### config.mk
export PLATFORM = sky130hd
export DESIGN_NAME = positional_list_store_core
export DESIGN_NICKNAME = d
export VERILOG_FILES = /design/src/sv/plsc_pkg.sv /design/src/sv/positional_list_store_core.sv
export VERILOG_INCLUDE_DIRS = /design/src /design/src/sv
export SDC_FILE = /design/constraint.sdc
export NUM_CORES = 1
export LEC_CHECK = 0
export BUFFER_PORTS_ARGS = -buffer_cell sky130_fd_sc_hd__buf_2
export CAP_MARGIN = 20
export CORE_MARGIN = 2
export CORE_UTILIZATION = 30
export DETAILED_ROUTE_END_ITERATION = 6
export GPL_TIMING_DRIVEN = 0
export PLACE_DENSITY_LB_ADDON = 0.08
export SLEW_MARGIN = 20
export SYNTH_ARGS = -nofsm -noshare
export SYNTH_HDL_FRONTEND = slang
export SYNTH_SLANG_ARGS = --single-unit
### constraint.sdc
create_clock -name i_clk -period 7.2 [get_ports i_clk]
set_input_delay 2.16 -clock i_clk [delete_from_list [all_inputs] [get_ports i_clk]]
set_output_delay 2.16 -clock i_clk [all_outputs]
set_load 0.005 [all_outputs]
### src/sv/positional_list_store_core_defines.svh
// Assertion macros shared by the positional list store RTL.
`ifndef POSITIONAL_LIST_STORE_CORE_DEFINES_SVH
`define POSITIONAL_LIST_STORE_CORE_DEFINES_SVH

// Same-cycle implication, checked on every clock edge outside reset.
`define PLSC_ASSERT_NOW(label, ante, cons, msg) \
    label: assert property (@(posedge i_clk) disable iff (!i_rst_n) (ante) |-> (cons)) \
        else $error(msg);

// Next-cycle implication, checked on every clock edge outside reset.
`define PLSC_ASSERT_NEXT(label, ante, cons, msg) \
    label: assert property (@(posedge i_clk) disable iff (!i_rst_n) (ante) |=> (cons)) \
        else $error(msg);

`endif

### src/sv/plsc_pkg.sv
// Package: types, constants and helpers of the positional list store.
`default_nettype none

package plsc_pkg;

    localparam int DEPTH = 16;
    // Width of an entry index and of the word count.
    localparam int AW    = (DEPTH > 1) ? $clog2(DEPTH) : 1;
    localparam int CW    = $clog2(DEPTH + 1);
    localparam int POSW  = 5;
    localparam int LENW  = 5;
    // Compare width: wide enough for a position, the count and count + 1.
    localparam int CMPW  = ((CW > POSW) ? CW : POSW) + 1;

    typedef enum logic [1:0] {
        ACT_READ   = 2'd0,
        ACT_WRITE  = 2'd1,
        ACT_INSERT = 2'd2,
        ACT_REMOVE = 2'd3
    } t_action;

    typedef enum logic [1:0] {
        ST_OK      = 2'd0,
        ST_INVALID = 2'd1,
        ST_FULL    = 2'd2
    } t_status;

    typedef enum logic [2:0] {
        S_IDLE,
        S_RD,
        S_INS,
        S_PUT,
        S_REM0,
        S_REM,
        S_DONE
    } t_state;

    typedef struct packed {
        t_action            action;
        logic [POSW-1:0]    position;
        logic signed [31:0] value;
    } t_in_req;

    typedef struct packed {
        logic signed [31:0] data;
        t_status            status;
        logic [LENW-1:0]    length;
        logic               empty_res;
    } t_out_res;

    // Length field keeps the low bits of the count.
    function automatic logic [LENW-1:0] to_len(input logic [CW-1:0] cnt);
        logic [CMPW-1:0] wide;
        wide = CMPW'(cnt);
        return wide[LENW-1:0];
    endfunction

endpackage

`default_nettype wire

### src/sv/positional_list_store_core.sv
// Top level: positional list store with a single-port-write word memory.
//
// Usage
//   Requests enter on i_in_req with i_in_valid; a request is taken at a rising
//   edge with i_in_valid high and o_in_stall low. Each request gives exactly
//   one result on o_out_res with o_out_valid, taken at an edge where
//   i_out_stall is low. Results come out in request order.
//   Write, append-insert, invalid and full requests need no memory walk; a
//   read waits for the registered memory read; insert and remove at position
//   p walk the words from p to the tail.
//   One request is at work at a time; the walk over the word memory (one read
//   and one write-back per cycle) sets the rate. A request may be taken while
//   the previous result still waits in the output register.
//   If the receiver stalls, the finished result waits in the output
//   register and the next result waits in the working registers; o_in_stall
//   stays high until that result has moved on.
//   Reset (i_rst_n low, synchronous) empties the list and drops any result;
//   the word memory itself is not cleared.
`default_nettype none

module positional_list_store_core (
    input  wire logic              i_clk,
    input  wire logic              i_rst_n,
    input  wire logic              i_in_valid,
    output logic                   o_in_stall,
    input  wire plsc_pkg::t_in_req i_in_req,
    output logic                   o_out_valid,
    input  wire logic              i_out_stall,
    output plsc_pkg::t_out_res     o_out_res
);
    import plsc_pkg::*;

    `include "positional_list_store_core_defines.svh"

    // Word memory: one write and one registered read per cycle.
    logic [31:0] mem [DEPTH];
    logic [31:0] r_rd_data;
    logic          mem_we;
    logic [AW-1:0] mem_waddr;
    logic [31:0]   mem_wdata;
    logic [AW-1:0] mem_raddr;

    // Control and working registers.
    t_state        r_state,  n_state;
    logic [CW-1:0] r_count,  n_count;
    logic [AW-1:0] r_idx,    n_idx;
    logic [AW-1:0] r_pos_idx, n_pos_idx;
    logic [31:0]   r_val,    n_val;
    logic [31:0]   r_data,   n_data;
    t_status       r_status, n_status;
    logic          r_out_valid, n_out_valid;
    t_out_res      r_out,    n_out;

    // Request decode.
    logic            in_acc;
    logic [CMPW-1:0] pos_w;
    logic [CMPW-1:0] cnt_w;
    logic [CMPW-1:0] pos_m1;
    logic            in_list;
    logic            ins_ok;
    logic            full;
    logic            out_free;

    assign in_acc   = i_in_valid && (r_state == S_IDLE);
    assign pos_w    = CMPW'(i_in_req.position);
    assign cnt_w    = CMPW'(r_count);
    assign pos_m1   = pos_w - CMPW'(1);
    assign in_list  = (pos_w != '0) && (pos_w <= cnt_w);
    assign ins_ok   = (pos_w != '0) && (pos_w <= cnt_w + CMPW'(1));
    assign full     = (r_count == CW'(DEPTH));
    assign out_free = !r_out_valid || !i_out_stall;

    assign o_in_stall  = (r_state != S_IDLE);
    assign o_out_valid = r_out_valid;
    assign o_out_res   = r_out;

    always_ff @(posedge i_clk) begin
        if (mem_we) begin
            mem[mem_waddr] <= mem_wdata;
        end
        r_rd_data <= mem[mem_raddr];
    end

    always_ff @(posedge i_clk) begin
        if (!i_rst_n) begin
            r_state     <= S_IDLE;
            r_count     <= '0;
            r_out_valid <= 1'b0;
        end else begin
            r_state     <= n_state;
            r_count     <= n_count;
            r_out_valid <= n_out_valid;
        end
        r_idx     <= n_idx;
        r_pos_idx <= n_pos_idx;
        r_val     <= n_val;
        r_data    <= n_data;
        r_status  <= n_status;
        r_out     <= n_out;
    end

    always_comb begin
        n_state     = r_state;
        n_count     = r_count;
        n_idx       = r_idx;
        n_pos_idx   = r_pos_idx;
        n_val       = r_val;
        n_data      = r_data;
        n_status    = r_status;
        n_out_valid = r_out_valid;
        n_out       = r_out;
        mem_we      = 1'b0;
        mem_waddr   = r_idx;
        mem_wdata   = r_rd_data;
        mem_raddr   = r_idx;

        // Drop the shown result once the receiver takes it.
        if (r_out_valid && !i_out_stall) begin
            n_out_valid = 1'b0;
        end

        case (r_state)
            S_IDLE: begin
                if (in_acc) begin
                    n_pos_idx = pos_m1[AW-1:0];
                    n_val     = i_in_req.value;
                    n_data    = '1;
                    n_status  = ST_INVALID;
                    n_state   = S_DONE;
                    case (i_in_req.action)
                        ACT_READ: begin
                            if (in_list) begin
                                mem_raddr = pos_m1[AW-1:0];
                                n_state   = S_RD;
                            end
                        end
                        ACT_WRITE: begin
                            if (in_list) begin
                                mem_we    = 1'b1;
                                mem_waddr = pos_m1[AW-1:0];
                                mem_wdata = i_in_req.value;
                                n_data    = i_in_req.value;
                                n_status  = ST_OK;
                            end
                        end
                        ACT_INSERT: begin
                            if (ins_ok) begin
                                n_data = i_in_req.value;
                                if (full) begin
                                    n_status = ST_FULL;
                                end else if (pos_w == cnt_w + CMPW'(1)) begin
                                    // Append at the tail: no words move.
                                    mem_we    = 1'b1;
                                    mem_waddr = AW'(r_count);
                                    mem_wdata = i_in_req.value;
                                    n_count   = r_count + CW'(1);
                                    n_status  = ST_OK;
                                end else begin
                                    // Move words back, starting at the tail.
                                    mem_raddr = AW'(r_count - CW'(1));
                                    n_idx     = AW'(r_count);
                                    n_state   = S_INS;
                                end
                            end
                        end
                        ACT_REMOVE: begin
                            if (in_list) begin
                                mem_raddr = pos_m1[AW-1:0];
                                n_state   = S_REM0;
                            end
                        end
                        default: begin
                            n_state = S_DONE;
                        end
                    endcase
                end
            end
            S_RD: begin
                n_data   = r_rd_data;
                n_status = ST_OK;
                n_state  = S_DONE;
            end
            S_INS: begin
                // Word read last cycle from r_idx - 1 goes to r_idx.
                mem_we    = 1'b1;
                mem_waddr = r_idx;
                mem_wdata = r_rd_data;
                if (r_idx == r_pos_idx + AW'(1)) begin
                    n_state = S_PUT;
                end else begin
                    mem_raddr = r_idx - AW'(2);
                    n_idx     = r_idx - AW'(1);
                end
            end
            S_PUT: begin
                mem_we    = 1'b1;
                mem_waddr = r_pos_idx;
                mem_wdata = r_val;
                n_count   = r_count + CW'(1);
                n_data    = r_val;
                n_status  = ST_OK;
                n_state   = S_DONE;
            end
            S_REM0: begin
                n_data   = r_rd_data;
                n_status = ST_OK;
                if (CMPW'(r_pos_idx) + CMPW'(1) == CMPW'(r_count)) begin
                    n_count = r_count - CW'(1);
                    n_state = S_DONE;
                end else begin
                    mem_raddr = r_pos_idx + AW'(1);
                    n_idx     = r_pos_idx;
                    n_state   = S_REM;
                end
            end
            S_REM: begin
                // Close the gap: the word read from r_idx + 1 goes to r_idx.
                mem_we    = 1'b1;
                mem_waddr = r_idx;
                mem_wdata = r_rd_data;
                if (CMPW'(r_idx) + CMPW'(2) < CMPW'(r_count)) begin
                    mem_raddr = r_idx + AW'(2);
                    n_idx     = r_idx + AW'(1);
                end else begin
                    n_count = r_count - CW'(1);
                    n_state = S_DONE;
                end
            end
            S_DONE: begin
                // Hold the result until the output register is free.
                if (out_free) begin
                    n_out.data      = r_data;
                    n_out.status    = r_status;
                    n_out.length    = to_len(r_count);
                    n_out.empty_res = (r_count == '0);
                    n_out_valid     = 1'b1;
                    n_state         = S_IDLE;
                end
            end
            default: begin
                n_state = S_IDLE;
            end
        endcase
    end

    `PLSC_ASSERT_NOW(a_count_bound, 1'b1, r_count <= CW'(DEPTH), "word count above depth")
    `PLSC_ASSERT_NEXT(a_count_only_at_end, 1'b1, (r_count == $past(r_count)) || (r_state == S_DONE), "word count changed outside a command end")
    `PLSC_ASSERT_NOW(a_rise_from_done, $rose(o_out_valid), $past(r_state) == S_DONE, "result shown without a finished command")
    `PLSC_ASSERT_NOW(a_walk_no_clash, mem_we && (n_state == S_INS || n_state == S_REM), mem_waddr != mem_raddr, "memory walk writes the entry it reads")

endmodule

`default_nettype wire

==> out/qor.yml, run 1 <==
yosys:
  synth_top_cell_by_area: "edfxtp_1"
  synthArstFlopShare_pct: 0
  synth-seq-cells: 667
  ys.flop_type: "edfxtp_1"
  ys_warn_count: 0
  synth_nets: 1900
  syn_area_um2: 28700
  synth_cells: 1828
  synth_edf_count: 626
  synthDistinctLibCells: 77
  yosys-top-cells-area: "edfxtp_1 65%, mux4_2 10%, dfxtp_1 2.9%"
  synth_top_area_share_pct: 65.4
  synth.avg_cell_area_um2: 15.7
  synth-seq-area-share_pct: 68.3
clock_tree:
  clkLatencyLatePin_ns: 0.65
  clkTransAtPathRegs_ns: 0.06
  cts_tree: "done"
  cts_resized: 0
  hold_buffers: 0
  cts_buffer_depth: 3
  clockRootBuffer: "clkbuf_16"
  post-cts-setup-buffer-count: 0
  cts_buffers: 77
  htree_levels: 3
  cts_sinks: 667
pwr:
  vdd_ir_drop_max_uv: 227
  p_per_area_nw_per_um2: 519
  leakagePower_nw: 11.2
sta:
  tightestPinTransition_ns: 1.00
  period_needed_ns: 6.34
  post-route-period-util_pct: 88.1
  drv_slew: 0
  hold_violations: 0
  relSlewSlack_pct: 33.0
  skew_ns: 0.0323
  setup_viol: 0
  max_freq_mhz: 158
  rsz0062_at_grt: "false"
  fin_tns_setup_ns: 0
critical_path:
  cpMostUsedCell: "buf_2"
  required_ns: 7.64
  crit_path_start_kind: "input port"
  arrival_ns: 6.79
  slowest_delay_ns: 0.89
  r2r-end: "r_rd_data[15]"
  slowest_stage: "a2111oi_1"
  timing.rr.start: "r_count[0]"
  critPathKind: "input port to flip-flop"
  path_delay_family: "compound AO/OA/AOI/OAI gates"
  rr_worst_depth: 16
  r2r_slack_ns: 1.62
  path_cells: "buf_2, inv_1, ha_1, or2_1, a21boi_1, buf_4, nand2_1, and3_1, a2111oi_1, buf_2, buf_2, mux4_2, a22oi_1, nand2_1"
  cp_max_fo: 10
  endpoint_kind: "flip-flop"
  worstPathBufferInverterCount: 5
cells_and_area:
  final_common_cell: "edfxtp_1"
  num-nets-final: 2098
  final_cell_mix: "626 x edfxtp_1, 152 x o21ai_0, 128 x mux4_2, 126 x nand2_1, 108 x buf_2"
  area_delta_synth_final_pct: 18.9
  drive_gt1_share_pct: 21.6
  nFillCells: 9102
  instances_no_fill: 3354
global_route:
  grt_pass1_wl_um: 129000
  antenna_found_initial: 2
  grt-ovfl-total: 0
  grt_pass1_vias: 17830
  grt_max_degree: 24
  grt_use_total_pct: 18.2
floorplan:
  row_count: 113
  start_util_pct: 30.3
  die_w_um: 314
  die_area_um2: 98300
  fp.dieH_um: 314
  core_um2: 95000
  num_io_pins: 85
placement:
  dp_hpwl_um: 63600
  routabilityCongestion: 0.918
  place_inst: 3212
  io_buffers: 84
worst_hold_path:
  hp-start: "r_data[11]"
  hold_depth: 0
  hp-class: "flip-flop to flip-flop"
  holdPathEnd: "o_out_res[19]"
routing:
  drt-total-wl_um: 89500
  drt-initial-drc-count: 1542
  drc_errors: 0
  dr_wl_met3_um: 3900
  first_pass_iters: 5
  wire_per_inst_um: 26.7
  drt-met1-wl_um: 40300
  vias: 17295
  via_per_inst: 5.16
  route.met2.wl_um: 42600
  drtAntennaViolNets: 0
  highest_layer: "met4"
job:
  maxCapViolCount: 0
outcome:
  outcome: "finished, final reports clean"
-- metrics by stage --
stage	total power, mW	hold slack, ns	util, %	cell area [um2]	setup slack (ns)
finish	17.7	0.400	36.0	34200	0.857
global route	18.7	0.422	36.0	34200	0.422
CTS	17.9	0.419	36.0	34200	0.635
detailed placement	14.0	0.405	33.3	31600	-0.0301
global placement	13.7	0.403	32.4	30700	-2.81
floorplan	10.7	0.400	-	28700	0.976
-- worst max path at each step --
stage / end / depth (start not counted) / slack, ns / start
2_1_floorplan: mem[6][0] / 7 / 0.98 / i_in_valid
3_3_place_gp: mem[15][13] / 8 / -2.81 / i_in_valid
3_5_place_dp: r_rd_data[15] / 14 / -0.03 / i_in_req[32]
4_1_cts: r_rd_data[15] / 14 / 0.64 / i_in_req[32]
5_1_grt: r_rd_data[15] / 14 / 0.42 / i_in_req[38]
6_report: r_rd_data[15] / 14 / 0.86 / i_in_req[32]
-- where the power goes --
group / internal [mW] / switching, mW
clock: 2.30 / 1.62
combinational: 2.74 / 5.12
sequential: 5.63 / 0.305
total: 10.7 / 7.05
-- state kept, by name, indices dropped and copies added (netlist names) --
signal / count
mem: 512
o_out_res: 40
o_out_valid: 1
r_count: 5
r_data: 32
r_idx: 4
r_pos_idx: 4
r_rd_data: 32
r_state: 3
r_status: 2
r_val: 32
-- cell usage after synthesis, drive strengths merged (3+ instances only) --
library cell / n
a21oi: 85
and2: 7
mux2i: 69
nor4: 5
a22oi: 100
o211ai: 3
o31ai: 3
o22ai: 34
xnor2: 14
nand3b: 3
nor3: 12
nand2b: 4
inv: 53
o21ai: 153
a22o: 3
nor2: 79
edfxtp: 626
a221o: 7
xor2: 7
a211oi: 7
buf: 57
a221oi: 4
nand3: 16
and3: 6
a31oi: 3
a21boi: 6
nor3b: 34
ha: 28
o221ai: 4
nand2: 126
nor2b: 5
dfxtp: 41
mux4: 128
clkbuf: 63
a211o: 3
-- logic make-up after synthesis --
kind of cell / Yosys count / synth area share [%]
flip-flops: 667 / 68.3
XOR/XNOR: 23 / 0.801
AND/OR/NAND/NOR: 309 / 5.25
buffers and inverters: 174 / 2.75
AO/OA/AOI/OAI: 427 / 9.14
multiplexers: 199 / 12.5
adder cells (fa/ha/maj): 29 / 1.29
-- area by class of cell --
cell class                      count  area [um2]  area share [%]
Tap cell                         1265        1580            4.63
Sequential cell                   667       19600            57.4
Antenna cell                        2        5.00          0.0146
Timing Repair Buffer              119        1140            3.33
Clock buffer                       94        2090            6.13
Inverter                           54         203           0.593
Multi-Input combinational cell    987        8490            24.8
Clock inverter                     46         450            1.32
Buffer                            120         587            1.72
-- routing by layer --
layer | up-vias | global-route usage (%)
met5 | - | 0
li1 | 7675 | -
met4 | 0 | 6.48
met3 | 139 | 2.29
met2 | 496 | 29.9
met1 | 8985 | 24.9
Note: power is estimated with default switching activity, not from simulation.
==> run 2, diff against run 1 <==
--- a/config.mk
+++ b/config.mk
@@ -12,7 +12,7 @@
 export CORE_UTILIZATION = 30
 export DETAILED_ROUTE_END_ITERATION = 6
 export GPL_TIMING_DRIVEN = 0
-export PLACE_DENSITY_LB_ADDON = 0.08
+export PLACE_DENSITY = 0.52
 export SLEW_MARGIN = 20
 export SYNTH_ARGS = -nofsm -noshare
 export SYNTH_HDL_FRONTEND = slang
==> run 2 against run 1 <==
Compared with the run above: sequential share of layout area is 0.80 points higher; critical path depth stayed put; maximum frequency is 4.1% higher; combinational power is 3.4% lower; setup slack better by 0.25 ns; wire length is 6.9% lower; sequential cell count stayed put; total power is 3.3% lower; non-clock buffer count is 10 lower; count of clock-buffer cells in the layout is 3 lower; via count is 0.28% higher; critical endpoint is now r_rd_data[8]; largest power group unchanged; highest routed layer unchanged.
==> out/qor.yml, run 2 (synthesized netlist as in run 1, its figures left out) <==
outcome:
  outcome: "finished, final reports clean"
sta:
  max_freq_mhz: 164
  hold_violations: 0
  rsz0062_at_grt: "false"
  tightestPinTransition_ns: 1.25
  hold_ws_ns: 0.417
  period_needed_ns: 6.10
  layout_setup_ws_ns: 1.10
  setup_viol: 0
  post-route-period-util_pct: 84.7
  drv_slew: 0
  skew_ns: 0.0356
  relSlewSlack_pct: 15.9
critical_path:
  cp_max_fo: 10
  worstPathBufferInverterCount: 5
  critPathKind: "input port to flip-flop"
  rr_worst_depth: 16
  cpMostUsedCell: "buf_2"
  arrival_ns: 6.53
  timing.rr.start: "r_count[0]"
  startpoint: "i_in_req[38]"
  required_ns: 7.63
  r2r_slack_ns: 1.85
  path_cells: "buf_2, inv_1, ha_1, clkbuf_1, o21ai_0, nand2_1, nor4b_1, a22oi_1, a2111oi_1, buf_2, buf_2, mux4_2, a22oi_1, nand2_1"
  r2r-end: "r_rd_data[8]"
  slowest_delay_ns: 0.71
  critPathCapture: "r_rd_data[8]"
  cp.depth: 14
  crit_path_start_kind: "input port"
  endpoint_kind: "flip-flop"
  slowest_stage: "a2111oi_1"
  path_delay_family: "compound AO/OA/AOI/OAI gates"
floorplan:
  fp.dieH_um: 314
  die_area_um2: 98300
  start_util_pct: 30.3
  row_count: 113
  core_um2: 95000
  num_io_pins: 85
  die_w_um: 314
routing:
  first_pass_iters: 6
  via_per_inst: 5.21
  drc_errors: 0
  vias: 17344
  wire_per_inst_um: 25.0
  drt-initial-drc-count: 1526
  drt-total-wl_um: 83400
  drtAntennaViolNets: 0
clock_tree:
  htree_levels: 3
  cts_buffers: 71
  clkLatencyLatePin_ns: 0.63
  clockRootBuffer: "clkbuf_16"
  cts_buffer_depth: 3
  cts_sinks: 667
  clkTransAtPathRegs_ns: 0.06
  hold_buffers: 0
  cts_tree: "done"
  cts_resized: 0
  post-cts-setup-buffer-count: 0
cells_and_area:
  num-nets-final: 2082
  drive_gt1_share_pct: 20.3
  instances_no_fill: 3330
  utilization_pct: 35.5
  area_delta_synth_final_pct: 17.2
  regMostFlops: "mem"
  final_cell_mix: "626 x edfxtp_1, 152 x o21ai_0, 128 x mux4_2, 126 x nand2_1, 108 x buf_2"
  final_cell_area_um2: 33700
  nFillCells: 9013
  final_common_cell: "edfxtp_1"
  largest_reg_flops: 512
global_route:
  grt_max_degree: 25
  grt_use_total_pct: 16.7
  grt_pass1_vias: 17333
  antenna_found_initial: 2
  grt-ovfl-total: 0
  grt_pass1_wl_um: 121000
pwr:
  p_clk_share_pct: 21.0
  switchingPower_mw: 6.71
  swShare_pct: 39.2
  leakagePower_nw: 11.0
  seqPwrFrac_pct: 34.7
  vdd_ir_drop_max_uv: 305
  p_per_area_nw_per_um2: 509
  p_int_mw: 10.4
  combPwrFrac_pct: 44.3
placement:
  pre_cts_ws_ns: 0.377
  dp_hpwl_um: 59800
  io_buffers: 84
  place_inst: 3202
  routabilityCongestion: 0.920
  placed_cell_area_um2: 31400
worst_hold_path:
  hp-start: "r_data[13]"
  hp-class: "flip-flop to flip-flop"
job:
  maxCapViolCount: 0
==> run 2: cell types whose count changed in the layout (fill, tap and decap cells not counted), sizes merged <==
cell and change:
clkinvlp -5, clkinv -8, diode -1, bufinv -1, clkbuf -3, buf -10, inv +4
==> run 2: worst register-to-register path: cells and delay by family (launching register included) <==
family | cells | cell delay, ns
AO/OA/AOI/OAI | 4 | 1.40
adder cells (fa/ha/maj) | 2 | 0.61
buffers and inverters | 5 | 1.48
flip-flops | 1 | 0.41
multiplexers | 1 | 0.36
AND/OR/NAND/NOR | 4 | 0.93
==> run 2: worst min path at each step <==
| stage | slack, ns | cells after the start | to |
|---|---|---|---|
| global route | 0.42 | 0 | o_out_res[14] |
| detailed placement | 0.40 | 0 | o_out_res[17] |
| floorplan | 0.40 | 0 | o_out_res[10] |
| finish | 0.42 | 0 | o_out_res[21] |
| CTS | 0.42 | 0 | o_out_res[17] |
| global placement | 0.40 | 0 | o_out_res[28] |
==> run 2: layer usage <==
| metal | GRT usage, % | vias up | routed length [um] |
|---|---|---|---|
| met2 | 28.1 | 615 | 40300 |
| li1 | - | 7632 | - |
| met3 | 2.17 | 120 | 4520 |
| met5 | 0 | - | 0 |
| met4 | 4.80 | 0 | 1890 |
| met1 | 22.7 | 8977 | 36600 |
==> run 2: layout make-up <==
cell class | count | area (um2) | share of cell area (%)
diodes | 1 | 2.50 | 0.00743
plain buffers | 120 | 587 | 1.74
clock buffers | 91 | 1910 | 5.68
clock inverters | 36 | 363 | 1.08
inverters | 54 | 203 | 0.602
multi-input cells | 987 | 8480 | 25.2
flip-flops and latches | 667 | 19600 | 58.2
well taps | 1265 | 1580 | 4.70
repair buffers | 109 | 942 | 2.80
==> run 2: power groups by stage <==
stage / clock (mW) / combinational [mW] / sequential [mW]
2_1_floorplan: 0 / 4.85 / 5.87
3_3_place_gp: 0 / 7.32 / 6.04
3_5_place_dp: 0 / 7.60 / 6.01
4_1_cts: 3.69 / 7.62 / 5.93
5_1_grt: 3.83 / 8.14 / 5.99
6_report: 3.60 / 7.59 / 5.94
==> run 2: per-stage QoR <==
stage	power (mW)	TNS, ns
floorplan	10.7	0
global placement	13.4	-957.27
detailed placement	13.6	0
CTS	17.2	0
global route	18.0	0
finish	17.1	0
==> run 3, diff against run 2 <==
--- a/config.mk
+++ b/config.mk
@@ -12,7 +12,7 @@
 export CORE_UTILIZATION = 30
 export DETAILED_ROUTE_END_ITERATION = 6
 export GPL_TIMING_DRIVEN = 0
-export PLACE_DENSITY = 0.52
+export PLACE_DENSITY = 0.54
 export SLEW_MARGIN = 20
 export SYNTH_ARGS = -nofsm -noshare
 export SYNTH_HDL_FRONTEND = slang
==> constraint.sdc (replaced) <==
create_clock -name i_clk -period 5.6 [get_ports i_clk]
set_input_delay 1.68 -clock i_clk [delete_from_list [all_inputs] [get_ports i_clk]]
set_output_delay 1.68 -clock i_clk [all_outputs]
set_load 0.005 [all_outputs]
==> run 3 against run 2 <==
Compared with the run above: first-iteration DRC count rose by 24%; sequential cell count did not move; setup slack got worse by 0.82 ns; final area barely moved; non-clock buffer count rose by 5; sequential power rose by 29%; clock power rose by 21%; wire length fell by 2.6%; critical path type unchanged; largest cell class unchanged.
==> out/qor.yml, run 3 (synthesized netlist as in run 1, its figures left out) <==
outcome:
  outcome: "finished, final reports clean"
global_route:
  grt-ovfl-total: 0
  grt_pass1_vias: 17565
  antenna_found_initial: 8
  grt_use_total_pct: 16.4
  grt_pass1_wl_um: 120000
  grt_max_degree: 25
critical_path:
  worstPathBufferInverterCount: 5
  r2r_slack_ns: 0.35
  endpoint_kind: "flip-flop"
  cp_max_fo: 10
  timing.rr.start: "r_count[0]"
  startpoint: "i_in_req[32]"
  slowest_stage: "a2111oi_2"
  required_ns: 6.05
  path_delay_family: "buffers and inverters"
  arrival_ns: 5.77
  critPathKind: "input port to flip-flop"
  slowest_delay_ns: 0.61
  crit_path_start_kind: "input port"
  cpMostUsedCell: "buf_2"
  path_cells: "buf_2, inv_1, ha_1, or2_1, a21boi_1, buf_4, nand2_1, and3_1, a2111oi_2, buf_2, buf_2, mux4_2, a22oi_1, nand2_1"
routing:
  drt-initial-drc-count: 1891
  wire_per_inst_um: 24.4
  drc_errors: 0
  first_pass_iters: 6
  drtAntennaViolNets: 0
  via_per_inst: 5.24
  drt-total-wl_um: 81200
  vias: 17457
sta:
  skew_ns: 0.0274
  drv_slew: 0
  tightestPinTransition_ns: 1.08
  rsz0062_at_grt: "false"
  setup_viol: 0
  hold_violations: 0
  fin_tns_setup_ns: 0
  max_freq_mhz: 188
  period_needed_ns: 5.32
  relSlewSlack_pct: 27.5
  post-route-period-util_pct: 94.9
clock_tree:
  cts_buffer_depth: 3
  htree_levels: 3
  post-cts-setup-buffer-count: 0
  cts_sinks: 667
  cts_buffers: 70
  clkLatencyLatePin_ns: 0.62
  clockRootBuffer: "clkbuf_16"
  cts_tree: "done"
  clkTransAtPathRegs_ns: 0.06
pwr:
  vdd_ir_drop_max_uv: 307
  seqPwrFrac_pct: 35.5
  p_int_mw: 13.2
  finalPower_mw: 21.6
  p_per_area_nw_per_um2: 641
  p_clk_share_pct: 20.2
  switchingPower_mw: 8.43
  combPwrFrac_pct: 44.3
  swShare_pct: 39.0
  leakagePower_nw: 11.0
cells_and_area:
  final_common_cell: "edfxtp_1"
  num-nets-final: 2086
  utilization_pct: 35.5
  area_delta_synth_final_pct: 17.2
  final_cell_mix: "626 x edfxtp_1, 152 x o21ai_0, 128 x mux4_2, 126 x nand2_1, 108 x buf_2"
  nFillCells: 9035
  instances_no_fill: 3334
  regMostFlops: "mem"
  largest_reg_flops: 512
  drive_gt1_share_pct: 20.5
job:
  maxCapViolCount: 0
placement:
  routabilityCongestion: 0.903
  dp_hpwl_um: 58400
  io_buffers: 84
  place_inst: 3207
floorplan:
  start_util_pct: 30.3
  core_um2: 95000
  row_count: 113
  die_area_um2: 98300
  die_w_um: 314
  fp.dieH_um: 314
  num_io_pins: 85
worst_hold_path:
  hp-class: "flip-flop to flip-flop"
  hp-start: "r_data[18]"
[run 3: cell type report]
type                            instances  area, um2  share of cell area [%]
Inverter                               54        203                   0.602
Clock buffer                           87       1860                    5.51
Timing Repair Buffer                  114       1070                    3.17
Sequential cell                       667      19600                    58.2
Multi-Input combinational cell        987       8490                    25.2
Antenna cell                            1       2.50                 0.00743
Buffer                                120        587                    1.74
Clock inverter                         39        283                   0.839
Tap cell                             1265       1580                    4.70
[run 3: power groups by stage]
stage / registers, mW / clock network [mW] / logic (mW)
after floorplan: 7.55 / 0 / 6.23
after global placement: 7.79 / 0 / 9.24
after detailed placement: 7.75 / 0 / 9.62
after CTS: 7.65 / 4.46 / 9.66
after global routing: 7.72 / 4.63 / 10.4
final: 7.66 / 4.36 / 9.58
[run 3: through the flow]
stage / instance area (um2) / hold WS [ns] / setup slack (ns)
after floorplan: 28700 / 0.400 / 0.0897
after global placement: 30700 / 0.401 / -2.25
after detailed placement: 31500 / 0.405 / -0.654
after CTS: 33700 / 0.417 / 0.271
after global routing: 33700 / 0.423 / 0.00427
final: 33700 / 0.417 / 0.284
[run 3: what timing repair did]
action / in CTS / in global routing
gates resized for setup: 1 / 0
hold buffers: 0 / 0
endpoints found under the setup margin: 2 / 0
endpoints found under the hold margin: 0 / 0
[run 3: final timing paths]
check,endpoint,depth (start not counted)
worst max register to register,mem[11][27],15
worst min register to register,o_out_res[26],0
worst max-delay path,r_rd_data[10],14
worst min-delay path,o_out_res[26],0
[run 3: worst reg2reg max path, cell delays in order (launching register included)]
cell,delay [ns]
dfxtp_1,0.42
buf_2,0.29
inv_1,0.16
ha_1,0.36
inv_1,0.10
ha_1,0.30
and4_1,0.21
o211ai_1,0.19
nor2_1,0.22
buf_1,0.58
buf_1,0.68
buf_2,0.47
mux2i_1,0.25
o22ai_1,0.11
nand2_1,0.10
nand2_1,0.38
[run 3: metal layers]
| metal | global-route usage, % | vias to the layer above | share of wire [%] |
|---|---|---|---|
| met5 | 0 | - | 0.011 |
| met4 | 5.13 | 2 | 2.4 |
| met3 | 2.52 | 127 | 6.0 |
| met2 | 27.9 | 669 | 49 |
| met1 | 21.7 | 9014 | 42 |
| li1 | - | 7645 | - |
